`config.mk`:
```
export PLATFORM = sky130hd
export DESIGN_NAME = rf_packet_frame_encoder_flat
export DESIGN_NICKNAME = d
export VERILOG_FILES = /design/src/rtl/core/rpfe_pkg.sv /design/src/rtl/core/rpfe_ifs.sv /design/src/rtl/core/rf_packet_frame_encoder.sv /design/src/rtl/core/rpfe_front.sv /design/src/rtl/core/rpfe_queue.sv /design/src/rtl/core/rpfe_back.sv /design/src/flat_wrapper.sv
export SDC_FILE = /design/constraint.sdc
export NUM_CORES = 1
export LEC_CHECK = 0
export CAP_MARGIN = 0
export CORE_AREA = 3 3 132 96
export CTS_CLUSTER_DIAMETER = 120
export CTS_CLUSTER_SIZE = 16
export DETAILED_ROUTE_END_ITERATION = 7
export DIE_AREA = 0 0 135 99
export DONT_BUFFER_PORTS = 1
export GPL_ROUTABILITY_DRIVEN = 0
export PLACE_DENSITY = 0.74
export SYNTH_ARGS = -nofsm -noshare
export SYNTH_HDL_FRONTEND = slang
export SYNTH_SLANG_ARGS = --single-unit
export TNS_END_PERCENT = 20
```
`constraint.sdc`:
```
create_clock -name clk -period 5.1 [get_ports clk]
set_clock_uncertainty 0.2 [all_clocks]
set_input_delay 0.255 -clock clk [delete_from_list [all_inputs] [get_ports clk]]
set_output_delay 0.255 -clock clk [all_outputs]
set_load 0.1 [all_outputs]
```
`src/rtl/core/rpfe_pkg.sv`:
```
`default_nettype none
package rpfe_pkg;

  localparam logic [7:0] SYNC_BYTE   = 8'hf0;
  localparam logic [7:0] B0_KEEP     = 8'he0;
  localparam logic [7:0] CRC_INIT    = 8'h1f;
  localparam logic [4:0] CRC_XOR_OUT = 5'h1f;

  localparam logic CMD_SEND = 1'b0;
  localparam logic CMD_IDLE = 1'b1;

  // Byte positions inside one frame: four syncs from LONG_START or two from SHORT_START, then eight nibble codes.
  localparam logic [3:0] LONG_START  = 4'd0;
  localparam logic [3:0] SHORT_START = 4'd2;
  localparam logic [3:0] CODE_START  = 4'd4;
  localparam logic [3:0] LAST_IDX    = 4'd11;

  localparam int QUEUE_DEPTH = 2;

  typedef struct packed {
    logic [31:0] frame;
    logic        long_sync;
    logic        gap;
  } entry_t;

  localparam logic [4:0] STEP_IMAGES [8] = '{
    5'h0e, 5'h1c, 5'h11, 5'h0b, 5'h16, 5'h05, 5'h0a, 5'h14
  };

  localparam logic [7:0] NIBBLE_CODE [16] = '{
    8'h66, 8'h56, 8'ha6, 8'h6a, 8'h96, 8'h36, 8'h5a, 8'haa,
    8'h9a, 8'hb2, 8'h4d, 8'h65, 8'h4b, 8'h55, 8'ha5, 8'h2d
  };

  function automatic logic [4:0] crc_step(input logic [7:0] v);
    logic [4:0] r;
    r = '0;
    for (int b = 0; b < 8; b++) begin
      if (v[b]) begin
        r = r ^ STEP_IMAGES[b];
      end
    end
    return r;
  endfunction

  // Replaces the low five bits of byte0 with the CRC over the packet.
  function automatic logic [31:0] frame_packet(input logic [31:0] w);
    logic [7:0] b0;
    logic [4:0] crc;
    b0  = w[7:0] & B0_KEEP;
    crc = crc_step(b0 ^ CRC_INIT);
    crc = crc_step({3'b000, crc} ^ w[15:8]);
    crc = crc_step({3'b000, crc} ^ w[23:16]);
    crc = crc_step({3'b000, crc} ^ w[31:24]);
    crc = crc ^ CRC_XOR_OUT;
    return {w[31:8], b0[7:5], crc};
  endfunction

endpackage
`default_nettype wire

```
`src/rtl/core/rpfe_ifs.sv`:
```
`default_nettype none
interface rpfe_in_if;
  logic        valid;
  logic        ready;
  logic        command;
  logic [31:0] packet_word;

  modport source(output valid, output command, output packet_word, input ready);
  modport sink(input valid, input command, input packet_word, output ready);
endinterface

interface rpfe_out_if;
  logic       valid;
  logic       ready;
  logic [7:0] line_byte;
  logic       gap_before;
  logic       last;

  modport source(output valid, output line_byte, output gap_before, output last,
                 input ready);
  modport sink(input valid, input line_byte, input gap_before, input last,
               output ready);
endinterface
`default_nettype wire

```
`src/rtl/core/rf_packet_frame_encoder.sv`:
```
// A send word passes a queue slot and the back end's frame register, then leaves as
// line bytes from the output register. Throughput: one line byte per cycle while
// out_ch.ready allows; 12 bytes per packet after idle, 10 when following a frame,
// limited by the single output byte register of the back end. Idle commands produce
// no words; a two-entry queue decouples input acceptance from line output.
// Synchronous active-low reset: line idle, join_frames set, queue and output empty.
`default_nettype none
module rf_packet_frame_encoder (
  input  wire logic  clk,
  input  wire logic  rst_n,
  rpfe_in_if.sink    in_ch,
  rpfe_out_if.source out_ch,
  input  wire logic  cfg_wr_en,
  input  wire logic  cfg_wr_data
);
  import rpfe_pkg::*;

  logic   push_valid;
  logic   push_ready;
  entry_t push_data;
  logic   pop_valid;
  logic   pop_ready;
  entry_t pop_data;

  rpfe_front u_front (
    .clk         (clk),
    .rst_n       (rst_n),
    .in_ch       (in_ch),
    .cfg_wr_en   (cfg_wr_en),
    .cfg_wr_data (cfg_wr_data),
    .push_valid  (push_valid),
    .push_ready  (push_ready),
    .push_data   (push_data)
  );

  rpfe_queue u_queue (
    .clk        (clk),
    .rst_n      (rst_n),
    .push_valid (push_valid),
    .push_ready (push_ready),
    .push_data  (push_data),
    .pop_valid  (pop_valid),
    .pop_ready  (pop_ready),
    .pop_data   (pop_data)
  );

  rpfe_back u_back (
    .clk       (clk),
    .rst_n     (rst_n),
    .pop_valid (pop_valid),
    .pop_ready (pop_ready),
    .pop_data  (pop_data),
    .out_ch    (out_ch)
  );

endmodule
`default_nettype wire

```
`src/rtl/core/rpfe_front.sv`:
```
`default_nettype none
module rpfe_front (
  input  wire logic            clk,
  input  wire logic            rst_n,
  rpfe_in_if.sink              in_ch,
  input  wire logic            cfg_wr_en,
  input  wire logic            cfg_wr_data,
  output logic                 push_valid,
  input  wire logic            push_ready,
  output rpfe_pkg::entry_t     push_data
);
  import rpfe_pkg::*;

  logic join_frames_r;
  logic link_idle_r;
  logic link_idle_nxt;
  logic accept;

  // Idle commands are only bookkeeping, but they wait on the queue too so
  // that order against pending sends is kept.
  assign in_ch.ready = push_ready;
  assign accept      = in_ch.valid && in_ch.ready;
  assign push_valid  = in_ch.valid && (in_ch.command == CMD_SEND);

  always_comb begin
    push_data.frame     = frame_packet(in_ch.packet_word);
    push_data.long_sync = link_idle_r;
    push_data.gap       = link_idle_r || !join_frames_r;
  end

  always_comb begin
    link_idle_nxt = link_idle_r;
    if (accept) begin
      link_idle_nxt = (in_ch.command == CMD_IDLE);
    end
  end

  always_ff @(posedge clk) begin
    if (!rst_n) begin
      join_frames_r <= 1'b1;
      link_idle_r   <= 1'b1;
    end else begin
      link_idle_r <= link_idle_nxt;
      if (cfg_wr_en) begin
        join_frames_r <= cfg_wr_data;
      end
    end
  end

endmodule
`default_nettype wire

```
`src/rtl/core/rpfe_queue.sv`:
```
`default_nettype none
module rpfe_queue (
  input  wire logic             clk,
  input  wire logic             rst_n,
  input  wire logic             push_valid,
  output logic                  push_ready,
  input  wire rpfe_pkg::entry_t push_data,
  output logic                  pop_valid,
  input  wire logic             pop_ready,
  output rpfe_pkg::entry_t      pop_data
);
  import rpfe_pkg::*;

  localparam int PW = (QUEUE_DEPTH > 1) ? $clog2(QUEUE_DEPTH) : 1;
  localparam int CW = $clog2(QUEUE_DEPTH + 1);
  localparam logic [CW-1:0] FULL_CNT = CW'(QUEUE_DEPTH);
  localparam logic [PW-1:0] LAST_PTR = PW'(QUEUE_DEPTH - 1);

  entry_t          slots_r [QUEUE_DEPTH];
  logic [PW-1:0]   wr_ptr_r;
  logic [PW-1:0]   rd_ptr_r;
  logic [CW-1:0]   count_r;
  logic            push;
  logic            pop;

  assign push_ready = (count_r != FULL_CNT);
  assign pop_valid  = (count_r != '0);
  assign pop_data   = slots_r[rd_ptr_r];
  assign push       = push_valid && push_ready;
  assign pop        = pop_valid && pop_ready;

  always_ff @(posedge clk) begin
    if (push) begin
      slots_r[wr_ptr_r] <= push_data;
    end
  end

  always_ff @(posedge clk) begin
    if (!rst_n) begin
      wr_ptr_r <= '0;
      rd_ptr_r <= '0;
      count_r  <= '0;
    end else begin
      if (push) begin
        wr_ptr_r <= (wr_ptr_r == LAST_PTR) ? '0 : wr_ptr_r + 1'b1;
      end
      if (pop) begin
        rd_ptr_r <= (rd_ptr_r == LAST_PTR) ? '0 : rd_ptr_r + 1'b1;
      end
      if (push && !pop) begin
        count_r <= count_r + 1'b1;
      end else if (pop && !push) begin
        count_r <= count_r - 1'b1;
      end
    end
  end

endmodule
`default_nettype wire

```
`src/rtl/core/rpfe_back.sv`:
```
`default_nettype none
module rpfe_back (
  input  wire logic             clk,
  input  wire logic             rst_n,
  input  wire logic             pop_valid,
  output logic                  pop_ready,
  input  wire rpfe_pkg::entry_t pop_data,
  rpfe_out_if.source            out_ch
);
  import rpfe_pkg::*;

  entry_t     ent_r;
  logic       active_r;
  logic [3:0] cnt_r;
  logic       out_valid_r;
  logic [7:0] out_byte_r;
  logic       out_gap_r;
  logic       out_last_r;

  logic       out_free;
  logic       produce;
  logic       done;
  logic       load;
  logic [3:0] start_pos;
  logic [3:0] code_idx;
  logic [3:0] nib;
  logic [7:0] byte_nxt;

  assign out_free  = !out_valid_r || out_ch.ready;
  assign produce   = active_r && out_free;
  assign done      = produce && (cnt_r == LAST_IDX);
  // The next frame is taken on the same edge as the last byte of this one.
  assign load      = pop_valid && (!active_r || done);
  assign pop_ready = !active_r || done;

  assign start_pos = ent_r.long_sync ? LONG_START : SHORT_START;
  assign code_idx  = cnt_r - CODE_START;
  assign nib       = ent_r.frame[{code_idx[2:0], 2'b00} +: 4];
  assign byte_nxt  = (cnt_r < CODE_START) ? SYNC_BYTE : NIBBLE_CODE[nib];

  always_ff @(posedge clk) begin
    if (load) begin
      ent_r <= pop_data;
    end
    if (produce) begin
      out_byte_r <= byte_nxt;
      out_gap_r  <= ent_r.gap && (cnt_r == start_pos);
      out_last_r <= (cnt_r == LAST_IDX);
    end
  end

  always_ff @(posedge clk) begin
    if (!rst_n) begin
      active_r    <= 1'b0;
      cnt_r       <= '0;
      out_valid_r <= 1'b0;
    end else begin
      if (load) begin
        active_r <= 1'b1;
        cnt_r    <= pop_data.long_sync ? LONG_START : SHORT_START;
      end else if (done) begin
        active_r <= 1'b0;
        cnt_r    <= '0;
      end else if (produce) begin
        cnt_r <= cnt_r + 1'b1;
      end
      if (produce) begin
        out_valid_r <= 1'b1;
      end else if (out_ch.ready) begin
        out_valid_r <= 1'b0;
      end
    end
  end

  assign out_ch.valid      = out_valid_r;
  assign out_ch.line_byte  = out_byte_r;
  assign out_ch.gap_before = out_gap_r;
  assign out_ch.last       = out_last_r;

`ifndef SYNTHESIS
  a_gap_on_sync: assert property (@(posedge clk) disable iff (!rst_n)
    (out_valid_r && out_gap_r) |-> (out_byte_r == SYNC_BYTE))
    else $error("gap flag on a coded byte");

  a_last_on_code: assert property (@(posedge clk) disable iff (!rst_n)
    (out_valid_r && out_last_r) |-> (out_byte_r != SYNC_BYTE))
    else $error("last flag on a sync byte");

  a_cnt_range: assert property (@(posedge clk) disable iff (!rst_n)
    active_r |-> (cnt_r <= LAST_IDX))
    else $error("byte counter out of range");

  a_done_leaves: assert property (@(posedge clk) disable iff (!rst_n)
    (done && !pop_valid) |=> !active_r)
    else $error("back end kept running after the last byte");
`endif

endmodule
`default_nettype wire
```
`src/flat_wrapper.sv`:
```
// flat-port wrapper written by rule: the top's interface ports become plain ports
module rf_packet_frame_encoder_flat import rpfe_pkg::*;
  (clk, rst_n, cfg_wr_en, cfg_wr_data, in_ch_valid, in_ch_command, in_ch_packet_word, in_ch_ready, out_ch_valid, out_ch_line_byte, out_ch_gap_before, out_ch_last, out_ch_ready);
  rpfe_in_if in_ch_i ();
  rpfe_out_if out_ch_i ();
  input  wire logic clk;
  input  wire logic rst_n;
  input  wire logic cfg_wr_en;
  input  wire logic cfg_wr_data;
  input wire logic [$bits(in_ch_i.valid)-1:0] in_ch_valid;
  input wire logic [$bits(in_ch_i.command)-1:0] in_ch_command;
  input wire logic [$bits(in_ch_i.packet_word)-1:0] in_ch_packet_word;
  output wire logic [$bits(in_ch_i.ready)-1:0] in_ch_ready;
  output wire logic [$bits(out_ch_i.valid)-1:0] out_ch_valid;
  output wire logic [$bits(out_ch_i.line_byte)-1:0] out_ch_line_byte;
  output wire logic [$bits(out_ch_i.gap_before)-1:0] out_ch_gap_before;
  output wire logic [$bits(out_ch_i.last)-1:0] out_ch_last;
  input wire logic [$bits(out_ch_i.ready)-1:0] out_ch_ready;
  assign in_ch_i.valid = in_ch_valid;
  assign in_ch_i.command = in_ch_command;
  assign in_ch_i.packet_word = in_ch_packet_word;
  assign in_ch_ready = in_ch_i.ready;
  assign out_ch_valid = out_ch_i.valid;
  assign out_ch_line_byte = out_ch_i.line_byte;
  assign out_ch_gap_before = out_ch_i.gap_before;
  assign out_ch_last = out_ch_i.last;
  assign out_ch_i.ready = out_ch_ready;
  rf_packet_frame_encoder u_core (.clk(clk), .rst_n(rst_n), .in_ch(in_ch_i), .out_ch(out_ch_i), .cfg_wr_en(cfg_wr_en), .cfg_wr_data(cfg_wr_data));
endmodule
```
==> reports/results.ini <==
[job]
max_cap_viol_count=0

[clocking]
cts_hold_buf=33
cts_buffers=17
cts.sinks=125
htreeDepth=4
clockRootBuffer=clkbuf_16
post_cts_buffers=0
cts_tree=done
clkSlewWorstSetupHoldPaths_ps=50
cts_max_path_buffers=2
post_cts_resized=0
insertion_delay_ps=400

[setup_path]
arrival_ps=3390
reg2reg_depth=6
r2r_start=u_core.u_back.cnt_r[0]
startpoint=u_core.u_back.cnt_r[0]
cp-end-kind=flip-flop
cp.required_ps=5130
startpoint_type=flip-flop
endpoint=u_core.u_back.out_ch.line_byte[2]
slowest_stage=mux2i_1
reg2reg_setup_slack_ps=1740
reg2reg_to=u_core.u_back.out_ch.line_byte[2]
path_cells=clkinv_1 -> mux2i_1 -> inv_1 -> ha_1 -> mux2_2 -> a211oi_1
timing_worst_setup_path_type=flip-flop to flip-flop
cp_max_fo=11
slowest_delay_ps=850

[yosys]
synth_area_sq_um=5580
yosys.area.top_type=edfxtp_1
synth_top_area_share_pct=60.3
yosys-top-cells-area=edfxtp_1 60%, mux2_2 7.9%, xnor2_1 4.9%
synth.avg_cell_area_sq_um=16.3
ys_top_cells_by_count=112 x edfxtp_1, 39 x mux2_2, 31 x xnor2_1
synth_edf_count=112
yosys_most_used_dff=edfxtp_1
synth_cells=342
synth_fa_ha_area_share_pct=2.47
yosys.area_share.simple_pct=4.10
synth_nets=392
seq_area_frac_synth_pct=64.9
synth_compound_area_share_pct=3.14
synth_top_family_by_area=multiplexers
yosysWarningCount=0
synth-xor-area-share_pct=10.3
synth_async_sr_flop_share_pct=0
synthMuxAreaShare_pct=13.7
yosysMostFrequentCell=edfxtp_1
synth_cell_type_count=37
ys_ff_latch=125

[hold_path]
timing.hold.worst.class=primary input to flip-flop

[layout]
drive_gt1_share_pct=22.8
antennaDiodeCount=0
area_growth_pct=20.0
final_nets=438
fin_util_pct=58.2
final_cells=557

[timing]
slew_headroom_pct=19.5
tightest_slew_ps=1170
fin_hold_ws_ps=28.3
timing.fmax_mhz=297
setup_tns_ps=0
timing.final.ws_setup_ps=1740
rsz0062_at_grt=false
period_needed_ps=3360
setup_violations=0
drv_slew=0
period_share_pct=66.0
hold_viol=0

[global_route]
grt_max_degree=35
grt_pass1_wl_mm=16.6
grt_pass1_vias=3010
grt_overflow_total=0
grt_antenna_before_repair=0
track_usage_pct=16.8

[die]
start_util_pct=48.4
chipWidth_microns=135
die_y_microns=99
io_pins=51
core_sq_um=11500
rows=33
dieArea_sq_um=13400

[detailed_routing]
num_vias=2890
dr.pass1.iters=4
wl_mm=10.2
viasPerCell=5.19
drt-initial-drc-count=165
wl_per_cell_microns=18.4
ant_nets=0
drc=0

[placed_design]
numPortBuffers=0
place_ws_ps=1700
dp_hpwl_mm=6.53
dp_cells=493

[pwr]
peakVddDrop_v=0.000264
leakage_nw=2.32
power_density_nw_per_um2=602

[run_status]
outcome=finished clean

[worst max-delay path: cells and delay by family, from the launching register on]
family	cells	cell delay (ps)
buffers and inverters	2	720
AO/OA/AOI/OAI	1	240
flip-flops	1	630
adder cells (fa/ha/maj)	1	290
multiplexers	2	1100
[flip-flops by register name, indices dropped and copies added (netlist names), named ones only]
name and flops:
u_core.u_front.join_frames_r 1, u_core.u_back.ent_r 34, u_core.u_queue.count_r 2, u_core.u_back.out_ch.valid 1, u_core.u_back.out_ch.last 1, u_core.u_back.active_r 1, u_core.u_back.cnt_r 4, u_core.u_back.out_ch.line_byte 8
u_core.u_front.link_idle_r 1, u_core.u_queue.rd_ptr_r 1, u_core.u_back.out_ch.gap_before 1, u_core.u_queue.wr_ptr_r 1, u_core.u_queue.slots_r 68
[logic make-up after synthesis]
logic type,count (synthesis)
XOR/XNOR,52
adder cells (fa/ha/maj),11
AND/OR/NAND/NOR,49
multiplexers,58
flip-flops,125
buffers and inverters,19
AO/OA/AOI/OAI,28
[area by class of cell]
class | count | area (sq um)
Sequential cell | 125 | 3620
Clock buffer | 18 | 429
Multi-Input combinational cell | 198 | 1890
Fill cell | 850 | 4820
Tap cell | 157 | 196
Inverter | 8 | 30.0
Clock inverter | 13 | 165
Timing Repair Buffer | 38 | 368
[layer usage]
| layer | part of all wire (%) | global-route usage, % | vias to the layer above |
|---|---|---|---|
| li1 | - | - | 1383 |
| met5 | 0 | 0 | - |
| met4 | 1.4 | 6.74 | 0 |
| met1 | 48 | 23.7 | 1413 |
| met2 | 45 | 24.5 | 83 |
| met3 | 5.4 | 5.10 | 11 |
[worst min path at each step]
stage | cells after the start | end | from
global route | 2 | u_core.u_queue.slots_r[1][2] | in_ch_packet_word[29]
global placement | 1 | u_core.u_front.join_frames_r | rst_n
CTS | 2 | u_core.u_queue.slots_r[0][2] | in_ch_packet_word[29]
finish | 2 | u_core.u_queue.slots_r[0][2] | in_ch_packet_word[29]
detailed placement | 1 | u_core.u_front.join_frames_r | rst_n
floorplan | 1 | u_core.u_front.join_frames_r | rst_n
[power by group]
part	internal, mW	leakage [nW]	switching [mW]	total (mW)
clock network	0.768	0.290	0.437	1.20
logic	0.550	0.903	0.646	1.20
registers	1.43	1.13	0.204	1.63
total	2.74	2.32	1.29	4.03
[through the flow]
stage	total power, mW	area (sq um)
floorplan	2.57	5580
global placement	2.78	5770
detailed placement	2.82	5770
CTS	4.06	6700
global route	4.24	6700
finish	4.03	6700
[cells in the final DEF, fill, tap and decap left out, drive strengths merged, types with 5 or more instances in the layout]
cell type    netlist  final
edfxtp           112    112
mux2              39     39
dlygate4sd3        0     33
xnor2             32     32
clkbuf             6     18
nor2              16     16
nand2             14     14
xor2              13     13
dfxtp             13     13
mux4              11     11
ha                11     11
inv                7      9
mux2i              8      8
o21ai              8      8
clkinv             1      8
a21oi              7      7
xnor3              7      7
buf                5      5
Power figures use the tool's default switching activity.
